**src/sv/fts_pkg.sv**
```systemverilog
// Shared types and constants for the token number scanner.
package fts_pkg;

  localparam int unsigned AccW     = 31;
  localparam int unsigned CntW     = 6;
  localparam int unsigned DigitW   = 4;
  localparam int unsigned CharW    = 8;
  localparam int unsigned MaxToken = 32;

  localparam logic [AccW-1:0] CellMax = {AccW{1'b1}};

  localparam logic [CharW-1:0] ChBackslash = 8'h5C;
  localparam logic [CharW-1:0] ChNewline   = 8'h0A;
  localparam logic [CharW-1:0] ChSpace     = 8'h20;
  localparam logic [CharW-1:0] ChTab       = 8'h09;
  localparam logic [CharW-1:0] ChCr        = 8'h0D;
  localparam logic [CharW-1:0] ChZero      = 8'h30;
  localparam logic [CharW-1:0] ChNine      = 8'h39;
  localparam logic [CharW-1:0] ChLowA      = 8'h61;
  localparam logic [CharW-1:0] ChLowF      = 8'h66;
  localparam logic [CharW-1:0] ChUpA       = 8'h41;
  localparam logic [CharW-1:0] ChUpF       = 8'h46;
  localparam logic [CharW-1:0] ChLowX      = 8'h78;
  localparam logic [CharW-1:0] ChUpX       = 8'h58;

  typedef enum logic [1:0] {
    KIND_NUMBER = 2'd0,
    KIND_WORD   = 2'd1,
    KIND_END    = 2'd2
  } token_kind_e;

  typedef struct packed {
    token_kind_e       kind;
    logic [CntW-1:0]   length;
    logic [AccW-1:0]   value;
    logic              saturated;
    logic              ended;
  } result_t;

endpackage

```
**src/sv/fts_mac_sat.sv**
```systemverilog
// Saturating accumulate-by-base step (base 10 or 16) for one digit.
module fts_mac_sat (
  input  logic [fts_pkg::AccW-1:0]   acc_i,
  input  logic [fts_pkg::DigitW-1:0] digit_i,
  input  logic                       hex_i,
  output logic [fts_pkg::AccW-1:0]   acc_o,
  output logic                       sat_o
);

  localparam int unsigned SumW = fts_pkg::AccW + 5;

  logic [SumW-1:0] prod;
  logic [SumW-1:0] sum;

  always_comb begin
    if (hex_i) begin
      prod = {1'b0, acc_i, 4'b0000};
    end else begin
      // x*10 = x*8 + x*2
      prod = {2'b00, acc_i, 3'b000} + {4'b0000, acc_i, 1'b0};
    end
    sum   = prod + {{(SumW-fts_pkg::DigitW){1'b0}}, digit_i};
    sat_o = sum > {5'b00000, fts_pkg::CellMax};
    acc_o = sat_o ? fts_pkg::CellMax : sum[fts_pkg::AccW-1:0];
  end

endmodule

```
**src/sv/fts_scan_core.sv**
```systemverilog
// Tokenizer state, character classification and token report logic.
module fts_scan_core (
  input  logic                      clk_i,
  input  logic                      rst_ni,
  input  logic                      go_i,
  input  logic [fts_pkg::CharW-1:0] char_i,
  input  logic                      eoi_i,
  output logic                      res_valid_o,
  output fts_pkg::result_t          res_o
);

  logic                      comment_q, comment_d;
  logic                      inside_q, inside_d;
  logic                      drop_q, drop_d;
  logic [fts_pkg::CntW-1:0]  count_q, count_d;
  logic [fts_pkg::AccW-1:0]  dec_q, dec_d;
  logic [fts_pkg::AccW-1:0]  hex_q, hex_d;
  logic                      dec_flag_q, dec_flag_d;
  logic                      hex_flag_q, hex_flag_d;
  logic                      dec_ovf_q, dec_ovf_d;
  logic                      hex_ovf_q, hex_ovf_d;

  logic                        is_space, is_dig, is_hex;
  logic [fts_pkg::DigitW-1:0]  hex_val;
  logic [fts_pkg::AccW-1:0]    dec_mac, hex_mac;
  logic                        dec_sat, hex_sat;
  logic [fts_pkg::CntW-1:0]    count_inc;
  logic                        dec_ok, hex_ok;
  logic                        comment_next;
  fts_pkg::result_t            tok_res;

  always_comb begin
    is_space = (char_i == fts_pkg::ChSpace) ||
               (char_i >= fts_pkg::ChTab && char_i <= fts_pkg::ChCr);
    is_dig   = char_i >= fts_pkg::ChZero && char_i <= fts_pkg::ChNine;
    is_hex   = 1'b1;
    hex_val  = '0;
    if (is_dig) begin
      hex_val = 4'(char_i - fts_pkg::ChZero);
    end else if (char_i >= fts_pkg::ChLowA && char_i <= fts_pkg::ChLowF) begin
      hex_val = 4'(char_i - fts_pkg::ChLowA + 8'd10);
    end else if (char_i >= fts_pkg::ChUpA && char_i <= fts_pkg::ChUpF) begin
      hex_val = 4'(char_i - fts_pkg::ChUpA + 8'd10);
    end else begin
      is_hex = 1'b0;
    end
  end

  fts_mac_sat u_dec_mac (
    .acc_i   (dec_q),
    .digit_i (hex_val),
    .hex_i   (1'b0),
    .acc_o   (dec_mac),
    .sat_o   (dec_sat)
  );

  fts_mac_sat u_hex_mac (
    .acc_i   (hex_q),
    .digit_i (hex_val),
    .hex_i   (1'b1),
    .acc_o   (hex_mac),
    .sat_o   (hex_sat)
  );

  // Report of the token held so far; hex form wins over decimal
  always_comb begin
    tok_res.kind      = fts_pkg::KIND_WORD;
    tok_res.length    = count_q;
    tok_res.value     = '0;
    tok_res.saturated = 1'b0;
    tok_res.ended     = 1'b0;
    if (count_q > 6'd2 && hex_flag_q) begin
      tok_res.kind      = fts_pkg::KIND_NUMBER;
      tok_res.value     = hex_q;
      tok_res.saturated = hex_ovf_q;
    end else if (dec_flag_q) begin
      tok_res.kind      = fts_pkg::KIND_NUMBER;
      tok_res.value     = dec_q;
      tok_res.saturated = dec_ovf_q;
    end
  end

  always_comb begin
    count_inc = count_q + 6'd1;
    dec_ok    = (count_q == '0) ? is_dig : (dec_flag_q && is_dig);
    if (count_q == '0) begin
      hex_ok = char_i == fts_pkg::ChZero;
    end else if (count_q == 6'd1) begin
      hex_ok = hex_flag_q && (char_i == fts_pkg::ChLowX || char_i == fts_pkg::ChUpX);
    end else begin
      hex_ok = hex_flag_q && is_hex;
    end
    comment_next = comment_q;
    if (char_i == fts_pkg::ChBackslash) begin
      comment_next = 1'b1;
    end else if (char_i == fts_pkg::ChNewline) begin
      comment_next = 1'b0;
    end
  end

  always_comb begin
    comment_d   = comment_q;
    inside_d    = inside_q;
    drop_d      = drop_q;
    count_d     = count_q;
    dec_d       = dec_q;
    hex_d       = hex_q;
    dec_flag_d  = dec_flag_q;
    hex_flag_d  = hex_flag_q;
    dec_ovf_d   = dec_ovf_q;
    hex_ovf_d   = hex_ovf_q;
    res_valid_o = 1'b0;
    res_o       = tok_res;

    if (go_i) begin
      priority if (eoi_i) begin
        res_valid_o = 1'b1;
        if (inside_q) begin
          res_o.ended = 1'b1;
        end else begin
          res_o.kind      = fts_pkg::KIND_END;
          res_o.length    = '0;
          res_o.value     = '0;
          res_o.saturated = 1'b0;
          res_o.ended     = 1'b1;
        end
        comment_d  = 1'b0;
        inside_d   = 1'b0;
        drop_d     = 1'b0;
        count_d    = '0;
        dec_d      = '0;
        hex_d      = '0;
        dec_flag_d = 1'b0;
        hex_flag_d = 1'b0;
        dec_ovf_d  = 1'b0;
        hex_ovf_d  = 1'b0;
      end else if (inside_q && (drop_q || is_space)) begin
        // full token or whitespace: the character is swallowed and closes the token
        res_valid_o = 1'b1;
        inside_d    = 1'b0;
        drop_d      = 1'b0;
        count_d     = '0;
        dec_d       = '0;
        hex_d       = '0;
        dec_flag_d  = 1'b0;
        hex_flag_d  = 1'b0;
        dec_ovf_d   = 1'b0;
        hex_ovf_d   = 1'b0;
      end else if (inside_q || !(is_space || comment_next)) begin
        if (!inside_q) begin
          comment_d = comment_next;
        end
        inside_d = 1'b1;
        if (is_dig) begin
          dec_d     = dec_mac;
          dec_ovf_d = dec_ovf_q | dec_sat;
        end
        if (count_q >= 6'd2 && is_hex) begin
          hex_d     = hex_mac;
          hex_ovf_d = hex_ovf_q | hex_sat;
        end
        dec_flag_d = dec_ok;
        hex_flag_d = hex_ok;
        count_d    = count_inc;
        drop_d     = count_inc >= 6'(fts_pkg::MaxToken);
      end else begin
        comment_d = comment_next;
      end
    end
  end

  always_ff @(posedge clk_i or negedge rst_ni) begin
    if (!rst_ni) begin
      comment_q  <= 1'b0;
      inside_q   <= 1'b0;
      drop_q     <= 1'b0;
      count_q    <= '0;
      dec_q      <= '0;
      hex_q      <= '0;
      dec_flag_q <= 1'b0;
      hex_flag_q <= 1'b0;
      dec_ovf_q  <= 1'b0;
      hex_ovf_q  <= 1'b0;
    end else begin
      comment_q  <= comment_d;
      inside_q   <= inside_d;
      drop_q     <= drop_d;
      count_q    <= count_d;
      dec_q      <= dec_d;
      hex_q      <= hex_d;
      dec_flag_q <= dec_flag_d;
      hex_flag_q <= hex_flag_d;
      dec_ovf_q  <= dec_ovf_d;
      hex_ovf_q  <= hex_ovf_d;
    end
  end

endmodule

```
**src/sv/forth_token_number_scanner.sv**
```systemverilog
// Top level: input word register, scanner core and result register.
//
// Input stream: one character per word on s_axis_tdata_i; s_axis_tuser_i set
// marks end of input (character ignored). Output stream: one word per finished
// token, or one end-of-input word when input ends between tokens.
// tuser carries kind (0 number, 1 word, 2 end) and the saturation flag, tdata
// the token length and numeric value, tlast is set when end of input closed it.
// Whitespace between tokens gives no output; a backslash opens a comment that
// runs to newline. Tokens longer than 32 characters are cut, and the following
// character is swallowed.
// A word passes through the input register, then the result register, before
// its result is valid on the master side.
// Throughput: one word per cycle while the receiver does not stall.
// When the receiver stalls, the result register holds and the input register
// fills; tready on the slave side then drops until the result is taken.
// Reset clears the token and comment state and empties both registers.
module forth_token_number_scanner (
  input  logic        clk_i,
  input  logic        rst_ni,
  input  logic        s_axis_tvalid_i,
  output logic        s_axis_tready_o,
  input  logic [7:0]  s_axis_tdata_i,   // [7:0] char_code
  input  logic        s_axis_tuser_i,   // [0] end_of_input
  output logic        m_axis_tvalid_o,
  input  logic        m_axis_tready_i,
  output logic [39:0] m_axis_tdata_o,   // [5:0] token_length, [36:6] number_value, rest zero
  output logic [2:0]  m_axis_tuser_o,   // [1:0] token_kind, [2] value_saturated
  output logic        m_axis_tlast_o    // input_ended
);

  logic                      in_valid_q, in_valid_d;
  logic [fts_pkg::CharW-1:0] in_char_q;
  logic                      in_eoi_q;
  logic                      out_valid_q, out_valid_d;
  fts_pkg::result_t          out_res_q;

  logic                      out_free;
  logic                      go;
  logic                      res_valid;
  fts_pkg::result_t          res;

  assign out_free        = !out_valid_q || m_axis_tready_i;
  assign go              = in_valid_q && out_free;
  assign s_axis_tready_o = !in_valid_q || out_free;

  fts_scan_core u_core (
    .clk_i       (clk_i),
    .rst_ni      (rst_ni),
    .go_i        (go),
    .char_i      (in_char_q),
    .eoi_i       (in_eoi_q),
    .res_valid_o (res_valid),
    .res_o       (res)
  );

  always_comb begin
    in_valid_d  = in_valid_q;
    out_valid_d = out_valid_q;
    if (s_axis_tready_o) begin
      in_valid_d = s_axis_tvalid_i;
    end
    if (out_free) begin
      out_valid_d = go && res_valid;
    end
  end

  always_ff @(posedge clk_i or negedge rst_ni) begin
    if (!rst_ni) begin
      in_valid_q  <= 1'b0;
      out_valid_q <= 1'b0;
    end else begin
      in_valid_q  <= in_valid_d;
      out_valid_q <= out_valid_d;
    end
  end

  always_ff @(posedge clk_i) begin
    if (s_axis_tvalid_i && s_axis_tready_o) begin
      in_char_q <= s_axis_tdata_i;
      in_eoi_q  <= s_axis_tuser_i;
    end
    if (go && res_valid) begin
      out_res_q <= res;
    end
  end

  assign m_axis_tvalid_o = out_valid_q;
  assign m_axis_tdata_o  = {3'b000, out_res_q.value, out_res_q.length};
  assign m_axis_tuser_o  = {out_res_q.saturated, out_res_q.kind};
  assign m_axis_tlast_o  = out_res_q.ended;

endmodule
```
**config.mk**
```make
export PLATFORM = sky130hd
export DESIGN_NAME = forth_token_number_scanner
export DESIGN_NICKNAME = d
export VERILOG_FILES = /design/src/sv/fts_pkg.sv /design/src/sv/fts_mac_sat.sv /design/src/sv/fts_scan_core.sv /design/src/sv/forth_token_number_scanner.sv
export SDC_FILE = /design/constraint.sdc
export NUM_CORES = 1
export LEC_CHECK = 0
export BUFFER_PORTS_ARGS = -buffer_cell sky130_fd_sc_hd__clkbuf_2
export CORE_MARGIN = 5
export CORE_UTILIZATION = 61
export CTS_CLUSTER_SIZE = 30
export DETAILED_ROUTE_END_ITERATION = 6
export PLACE_DENSITY = 0.81
export SLEW_MARGIN = 20
export SYNTH_ARGS = -nofsm -noshare
export SYNTH_HDL_FRONTEND = slang
export SYNTH_SLANG_ARGS = --single-unit
```
**constraint.sdc**
```tcl
create_clock -name clk_i -period 5.3 [get_ports clk_i]
set_clock_uncertainty 0.1 [all_clocks]
set_input_delay 1.06 -clock clk_i [delete_from_list [all_inputs] [get_ports clk_i]]
set_output_delay 1.06 -clock clk_i [all_outputs]
set_load 0.005 [all_outputs]
```
==> results of run 1 <==
## cell type report
cell class,instances,area [sq um]
tap,176,220
clock buffer,19,453
fill,995,4110
sequential,127,3430
multi-input combinational,714,4440
timing repair buffer,64,373
inverter,15,56.3
clock inverter,13,114
## logic make-up (layout without fill, tap and decap cells)
kind of cell    Yosys count  after routing
xor+xnor                 50             50
flops                   127            127
mux                       7              7
simple gates            331            331
other cells               1              3
fa+ha+maj                43             43
compound gates          280            280
buf+inv                  80            111
## metal layers
| metal | track usage | up-vias | share of wire |
|---|---|---|---|
| li1 | - | 3394 | - |
| met1 | 0.351 | 3396 | 0.44 |
| met2 | 0.418 | 296 | 0.48 |
| met3 | 0.0491 | 46 | 0.061 |
| met4 | 0.0909 | 0 | 0.022 |
| met5 | 0 | - | 0 |
## cell usage after synthesis, types with 4 or more instances
cell,count,area share
a21o_1,14,0.013
a21oi_1,75,0.046
a311oi_1,4,0.0043
a31oi_1,32,0.024
and2_1,8,0.0061
and3_1,8,0.0061
buf_2,8,0.0049
buf_4,4,0.0037
clkbuf_1,46,0.021
dfrtp_1,77,0.23
edfxtp_1,50,0.18
ha_1,41,0.063
inv_1,15,0.0069
mux2i_1,5,0.0061
nand2_1,118,0.054
nand2b_1,10,0.0076
nand3_1,52,0.032
nand3b_1,5,0.0046
nand4_1,12,0.0092
nor2_1,70,0.032
nor2b_1,8,0.0061
nor3_1,12,0.0073
nor4_1,5,0.0038
o211ai_1,4,0.0037
o21a_1,7,0.0064
o21ai_0,91,0.056
o21bai_1,5,0.0046
o31ai_1,4,0.0037
or2_2,4,0.0031
xnor2_1,35,0.037
xor2_1,15,0.016
## critical path: cells and delay by family (launching register included)
kind	cells	cell delay (ps)
compound gates	6	1270
simple gates	7	1250
buf+inv	2	570
fa+ha+maj	2	530
flops	1	500
mux	1	150
## worst max-delay path by stage
stage                             endpoint  slack, ps  cells past startpoint
after global placement    u_core.dec_ovf_q        990                     16
after CTS                 u_core.dec_q[21]        830                     18
final                     u_core.dec_q[21]        770                     18
after global routing      u_core.dec_q[30]        330                     18
after floorplan           u_core.dec_q[19]       1390                     13
after detailed placement  u_core.dec_ovf_q        870                     18
## registers in the layout (all words and copies together), names as in the netlist, 3 cells and up
register,count
u_core.dec_q,31
u_core.hex_q,31
m_axis_tuser_o,3
in_char_q,8
u_core.count_q,6
m_axis_tdata_o,37
## power groups by stage
stage | logic, W | clock network [W] | registers [W]
final | 0.000434 | 0.00110 | 0.00117
after CTS | 0.000427 | 0.00110 | 0.00116
after detailed placement | 0.000420 | 0 | 0.00118
after global routing | 0.000480 | 0.00116 | 0.00117
after floorplan | 0.000337 | 0 | 0.00114
after global placement | 0.000414 | 0 | 0.00118
## per-stage QoR
stage	power [W]	hold WS, ps
2_1_floorplan	0.00148	349
3_3_place_gp	0.00159	382
3_5_place_dp	0.00160	394
4_1_cts	0.00270	408
5_1_grt	0.00281	423
6_report	0.00270	406
==> impl_metrics.json, run 1 <==
{
  "ys.flop_type": "dfrtp_1",
  "power.density_nw_per_um2": 297,
  "slowest_stage": "edfxtp_1",
  "hp-class": "register to register",
  "grt.overflow.total": 0,
  "drc": 0,
  "post-route-util": 0.689,
  "ctsLongestPathBuffers": 2,
  "synth_enable_flop_cells": 50,
  "routed_wl_um": 20400,
  "relSlewSlack": 0.315,
  "clkSlewWorstSetupHoldPaths_ps": 60,
  "max-cap-violations": 0,
  "sw_frac_of_total": 0.293,
  "setup_viol": 0,
  "dp_cells": 1095,
  "hold_viol_final": 0,
  "vias": 7132,
  "ant_nets": 0,
  "worst_ep_arrival_time_ps": 4700,
  "syn2layout_area_growth_pct": 10.8,
  "post-cts-setup-buffers": 0,
  "hold_end": "u_core.hex_q[28]",
  "synth_mux_area_frac": 0.00915,
  "antenna_found_initial": 0,
  "synth_area_sq_um": 8200,
  "yosys.area_share.simple": 0.197,
  "cp_max_fo": 32,
  "final_cell_mix": "117 x nand2_1, 91 x o21ai_0, 76 x dfrtp_1",
  "worst_ep_required_time_ps": 5460,
  "clkPwrFrac": 0.408,
  "startpoint": "in_char_q[0]",
  "start_kind": "register",
  "p_seq_frac": 0.431,
  "peakVddDrop_v": 0.000308,
  "synth_compound_gate_area_share": 0.212,
  "cts-root-buf": "clkbuf_16",
  "dieArea_sq_um": 15900,
  "die_w_um": 126,
  "grt_max_degree": 78,
  "final_nets": 995,
  "grt_pass1_vias": 6705,
  "critical_path_class": "register to register",
  "end_kind": "register",
  "initial_core_util": 0.622,
  "htreeDepth": 4,
  "dpl.hpwl_um": 13600,
  "synth.avg_cell_area_sq_um": 8.92,
  "ios": 59,
  "port_buffers": 55,
  "pre_cts_slack_ps": 873,
  "fp-row-count": 42,
  "rrSetupSlack_ps": 770,
  "max_freq_ghz": 0.221,
  "drt-pass1-iter-count": 5,
  "syn_inst": 919,
  "synth_top_family_by_area": "compound AO/OA/AOI/OAI gates",
  "rr_startpoint": "in_char_q[0]",
  "p_int_w": 0.00191,
  "cts_resized": 0,
  "synth_seq_cells": 127,
  "viasPerCell": 6.32,
  "finalNonFillerCells": 1128,
  "min_path_cells": 2,
  "p_switching_w": 0.000792,
  "postCtsHoldBufs": 0,
  "dr.first_iter.drc_count": 745,
  "synthArstFlopShare": 0.606,
  "synth-adder-area-share": 0.0674,
  "cts_tree": "built",
  "placed_cell_area_sq_um": 8490,
  "worst_slew_pin_slew_ps": 1020,
  "rsz0062_at_grt": "false",
  "setup_ws_ps": 768,
  "fp.dieH_um": 126,
  "slowest_delay_ps": 500,
  "worstSkewPairLatency_ps": 420,
  "antennaDiodeCount": 0,
  "synth_xor_area_frac": 0.0534,
  "tns_ps": 0,
  "post-route-period-util": 0.855,
  "crit_chain": "inv_1 -> ha_1 -> o21ai_0 -> a32oi_1 -> and3_1 -> nand2_1 -> o21ai_0 -> ha_1 -> a21o_1 -> a21oi_1 -> nor2_1 -> and2_1 -> and3_1 -> nand4_1 -> nand3_1 -> mux2i_2 -> buf_4 -> a31oi_2",
  "timing.rr.end": "u_core.dec_q[21]",
  "core_area_sq_um": 13200,
  "combPwrFrac": 0.161,
  "layout.cells.most_common": "nand2_1",
  "cts.sinks": 127,
  "p_leak_nw": 3.82,
  "yosysWarnings": 0,
  "gp_congestion": 0.932,
  "grt_util_all_layers": 0.258,
  "post_drt_wl_per_cell_um": 18.1,
  "drive_above_1_share": 0.131,
  "reg2reg_depth": 18,
  "cts-buffers-inserted": 17,
  "hold_start": "u_core.hex_q[28]",
  "status": "finished clean",
  "finalCriticalPeriod_ps": 4530,
  "grt_first_pass_wirelength_um": 33500,
  "yosysSeqAreaShare": 0.418,
  "yosysUniqueCellTypes": 80,
  "drv_slew": 0,
  "stdcell_area_sq_um": 9080
}
Note: power is estimated with default switching activity, not from simulation.
==> inputs of run 2 (changes only) <==
Clock period 5.3 ns to 4.2 ns, I/O delays scaled along.
==> run 2 against run 1 <==
The run now ends with DRC left. Worst hold slack lost 1.6 ps. Sequential power grew 26%. Critical endpoint unchanged. Via count up 3.9%. Wire length up 6.2%. Flip-flop and latch count is the same. Non-clock buffer count grew 25. Global-route usage rose by 0.15 points. Critical path type unchanged. Sequential share of layout area is 1.4 points lower. Combinational power is 45% higher. Register-to-register slack lost 710 ps. Cell count is 2.2% higher. Clock-buffer cell count unchanged.
==> impl_metrics.json, run 2 (synthesis gave the netlist of run 1 again) <==
{
  "fillers": 929,
  "grt_util_all_layers": 0.260,
  "grt_max_degree": 78,
  "drt-pass1-iter-count": 7,
  "stdcell_area_sq_um": 9450,
  "worstSkewPairLatency_ps": 420,
  "critical_path_class": "register to register",
  "antenna_found_initial": 0,
  "cts.sinks": 127,
  "drc": 9,
  "crit_chain": "ha_2 -> fa_2 -> a21o_4 -> a221oi_4 -> o311ai_4 -> buf_4 -> a21oi_1 -> o31ai_1 -> xor2_1 -> nand2b_1 -> nor4_4 -> mux2i_4 -> buf_12 -> buf_6 -> a31oi_2",
  "slowest_delay_ps": 410,
  "fin_hold_ws_ps": 405,
  "port_buffers": 55,
  "worst_ep_required_time_ps": 4380,
  "routed_wl_um": 21600,
  "max_freq_ghz": 0.242,
  "start_kind": "register",
  "tns_ps": 0,
  "finalCriticalPeriod_ps": 4140,
  "post-route-util": 0.716,
  "worst_slew_pin_slew_ps": 979,
  "die_w_um": 126,
  "antennaDiodeCount": 0,
  "status": "finished with violations",
  "rrSetupSlack_ps": 60,
  "post_drt_wl_per_cell_um": 18.8,
  "peakVddDrop_v": 0.000369,
  "post-route-period-util": 0.986,
  "grt.overflow.total": 0,
  "core_area_sq_um": 13200,
  "relSlewSlack": 0.347,
  "cp_max_fo": 8,
  "hp-class": "register to register",
  "setup_viol": 0,
  "initial_core_util": 0.622,
  "dpl.hpwl_um": 13800,
  "power.density_nw_per_um2": 381,
  "gp_congestion": 0.951,
  "hold_viol_final": 0,
  "fp-row-count": 42,
  "grt_pass1_vias": 6683,
  "drive_above_1_share": 0.168,
  "ant_nets": 0,
  "vias": 7411,
  "max-cap-violations": 0,
  "htreeDepth": 4,
  "cts_tree": "built",
  "final_cell_mix": "118 x nand2_1, 88 x o21ai_0, 76 x dfrtp_1",
  "cts-buffers-inserted": 17,
  "p_leak_nw": 4.00,
  "ios": 59,
  "placed_cell_area_sq_um": 8570,
  "largest_reg_flops": 37,
  "setup_ws_ps": 60.7,
  "dieArea_sq_um": 15900,
  "pre_cts_slack_ps": 92.0,
  "drv_slew": 0,
  "clkSlewWorstSetupHoldPaths_ps": 60,
  "rsz0062_at_grt": "true",
  "viasPerCell": 6.43,
  "dr.first_iter.drc_count": 914,
  "worst_ep_arrival_time_ps": 4320,
  "grt_first_pass_wirelength_um": 33600,
  "syn2layout_area_growth_pct": 15.2,
  "slowest_stage": "dfrtp_1",
  "ctsLongestPathBuffers": 2,
  "final_nets": 1020,
  "end_kind": "register",
  "fp.dieH_um": 126,
  "cts-root-buf": "clkbuf_16",
  "violations": "DRC",
  "layout.cells.most_common": "nand2_1"
}
-- run 2: cell count changes in the layout (fill, tap and decap cells not counted), sizes merged --
cell      delta
clkbuf       +2
clkinv       +1
clkinvlp     -1
inv          -2
bufinv       +2
buf         +23
-- run 2: area by class of cell --
type,instances,area [sq um],area share
Clock buffer,19,443,0.0469
Multi-Input combinational cell,714,4540,0.480
Sequential cell,127,3430,0.363
Inverter,15,56.3,0.00596
Timing Repair Buffer,89,597,0.0632
Clock inverter,13,165,0.0175
Tap cell,176,220,0.0233
-- run 2: per-layer routing --
metal,wire (um),up-vias,global-route usage,part of all wire
met4,777,0,0.0984,0.036
met1,8750,3513,0.358,0.40
met5,0,-,0,0
met3,1710,82,0.0474,0.079
li1,-,3429,-,-
met2,10400,387,0.413,0.48
-- run 2: worst paths after layout --
path | cells after the start | from | to
worst max-delay path | 15 | u_core.dec_q[0] | u_core.dec_q[21]
worst min-delay path | 2 | u_core.dec_ovf_q | u_core.dec_ovf_q
worst max register to register | 15 | u_core.dec_q[0] | u_core.dec_q[21]
worst min register to register | 2 | u_core.dec_ovf_q | u_core.dec_ovf_q
max in group asynchronous | 1 | rst_ni | u_core.dec_flag_q
min in group asynchronous | 1 | rst_ni | in_valid_q
-- run 2: critical path, delay by kind of cell, from the launching register on --
kind	cells	cell delay [ps]
buf+inv	3	480
simple gates	2	590
xor+xnor	1	280
flops	1	410
mux	1	300
compound gates	6	1270
fa+ha+maj	2	570
-- run 2: power breakdown --
part	total (W)	switching [W]	internal (W)
clock network	0.00150	0.000548	0.000948
registers	0.00148	0.000105	0.00137
logic	0.000631	0.000382	0.000250
total	0.00360	0.00103	0.00257
-- run 2: metrics by stage --
step,total power (W),std cells
detailed placement,0.00203,1106
CTS,0.00352,1138
finish,0.00360,1153
global route,0.00374,1153
floorplan,0.00187,921
global placement,0.00202,1106
-- run 2: repair_timing --
action / CTS / global route
endpoints found under the setup margin: 0 / 32
resized for setup: 0 / 23
hold buffers: 0 / 0
buffers inserted: 0 / 12
==> inputs of run 3 (changes only) <==
Settings changed: CORE_UTILIZATION 61 to 55, PLACE_DENSITY 0.81 to 0.74.
==> run 3 against run 2 <==
Via count is 3.7% lower. Design area decreased by 0.61%. Die area rose by 10%. Worst setup slack gained 23 ps. Critical path depth is 2 lower. Global-route usage shrank 2.6 points. Register-to-register slack better by 20 ps. Utilization down 7.3 points. The run now ends clean. First-iteration DRC count fell by 20%. Cell count rose by 0.35%.
==> impl_metrics.json, run 3 (synthesis gave the netlist of run 1 again) <==
{
  "post-route-util": 0.644,
  "die_w_um": 132,
  "rrSetupSlack_ps": 80,
  "drv_slew": 0,
  "ctsLongestPathBuffers": 2,
  "drive_above_1_share": 0.161,
  "dpl.hpwl_um": 14000,
  "gp_congestion": 0.903,
  "routed_wl_um": 20800,
  "setup_viol": 0,
  "cts.sinks": 127,
  "max-cap-violations": 0,
  "dr.first_iter.drc_count": 729,
  "cts-root-buf": "clkbuf_16",
  "peakVddDrop_v": 0.000323,
  "fp.dieH_um": 132,
  "cts-buffers-inserted": 17,
  "relSlewSlack": 0.387,
  "start_kind": "register",
  "drc": 0,
  "fp-row-count": 44,
  "cp_max_fo": 16,
  "grt_pass1_vias": 6694,
  "max_freq_ghz": 0.243,
  "worst_ep_required_time_ps": 4370,
  "grt_first_pass_wirelength_um": 33700,
  "finalNonFillerCells": 1157,
  "antenna_found_initial": 1,
  "p_leak_nw": 3.96,
  "largest_reg_flops": 37,
  "core_area_sq_um": 14600,
  "antennaDiodeCount": 0,
  "end_kind": "register",
  "layout.cells.most_common": "nand2_1",
  "final_cell_mix": "118 x nand2_1, 89 x o21ai_0, 76 x dfrtp_1",
  "dp_cells": 1118,
  "ant_nets": 0,
  "final_nets": 1016,
  "htreeDepth": 4,
  "post-route-period-util": 0.980,
  "vias": 7135,
  "port_buffers": 55,
  "grt.overflow.total": 0,
  "hold_viol_final": 0,
  "rsz0062_at_grt": "true",
  "clkSlewWorstSetupHoldPaths_ps": 60,
  "post_drt_wl_per_cell_um": 18.0,
  "critical_path_class": "register to register",
  "drt-pass1-iter-count": 5,
  "grt_max_degree": 78,
  "worstSkewPairLatency_ps": 420,
  "ios": 59,
  "initial_core_util": 0.562,
  "viasPerCell": 6.17,
  "hp-class": "primary input to asynchronous set/reset pin",
  "status": "finished clean",
  "syn2layout_area_growth_pct": 14.5,
  "fillers": 1183,
  "finalCriticalPeriod_ps": 4120,
  "worst_slew_pin_slew_ps": 917,
  "power.density_nw_per_um2": 381,
  "worst_ep_arrival_time_ps": 4290,
  "grt_util_all_layers": 0.234,
  "cts_tree": "built",
  "dieArea_sq_um": 17500
}
[run 3: cell count changes in the layout (fill, tap and decap cells not counted), moves of 2 or more]
cell,change
ha_2,-2
clkinv_4,-2
buf_4,-4
a21oi_1,+2
clkinv_2,+2
a21oi_2,-2
ha_1,+2
[run 3: per-layer routing]
layer  vias up  part of all wire  track usage
li1       3428                 -            -
met2       264              0.47        0.367
met1      3399              0.44        0.330
met4         2             0.020       0.0783
met3        42             0.065       0.0405
met5         -           0.00063            0
[run 3: where the power goes]
| part | internal [W] | leakage (nW) | switching [W] |
|---|---|---|---|
| sequential | 0.00137 | 1.54 | 0.0000998 |
| clock | 0.000946 | 0.288 | 0.000551 |
| combinational | 0.000239 | 2.13 | 0.000369 |
| total | 0.00256 | 3.96 | 0.00102 |
[run 3: area by class of cell]
class / instances / area, sq um / area share
Tap cell: 184 / 230 / 0.0245
Multi-Input combinational cell: 714 / 4500 / 0.479
Timing Repair Buffer: 85 / 567 / 0.0604
Sequential cell: 127 / 3430 / 0.365
Clock buffer: 18 / 439 / 0.0468
Inverter: 15 / 56.3 / 0.00600
Clock inverter: 14 / 166 / 0.0177
[run 3: final timing paths]
kind | end | cells past startpoint | from
worst min-delay path | u_core.count_q[4] | 1 | rst_ni
worst max-delay path | u_core.dec_q[29] | 13 | u_core.dec_q[2]
worst min register to register | u_core.dec_ovf_q | 2 | u_core.dec_ovf_q
min in group clk_i | u_core.dec_ovf_q | 2 | u_core.dec_ovf_q
max in group asynchronous | u_core.dec_flag_q | 1 | rst_ni
worst max register to register | u_core.dec_q[29] | 13 | u_core.dec_q[2]
[run 3: through the flow]
stage / total power [W] / hold WS, ps / setup TNS, ps / area [sq um] / setup WS [ps]
CTS: 0.00353 / 387 / 0 / 9230 / 41.5
finish: 0.00358 / 360 / 0 / 9390 / 83.4
floorplan: 0.00187 / 349 / 0 / 8210 / 286
global route: 0.00371 / 413 / -2850 / 9390 / -128
detailed placement: 0.00205 / 384 / 0 / 8630 / 29.0
global placement: 0.00204 / 380 / 0 / 8630 / 189
[run 3: worst max-delay path, stage by stage, from the launching register on]
cell and delay [ps]:
dfrtp_1 420, ha_2 200, fa_2 360, a21o_4 240, a221oi_4 360, o311ai_4 150
xnor2_1 170, or3b_4 420, nor4b_4 370, nand4_4 170, nor4_4 240, mux2i_4 420
clkbuf_16 250, a31oi_1 90
[run 3: repair_timing]
action,4_1_cts,5_1_grt
setup buffers,0,5
endpoints found under the hold margin,0,0
setup endpoints to repair,0,32
gates resized for setup,0,16
hold buffers,0,0
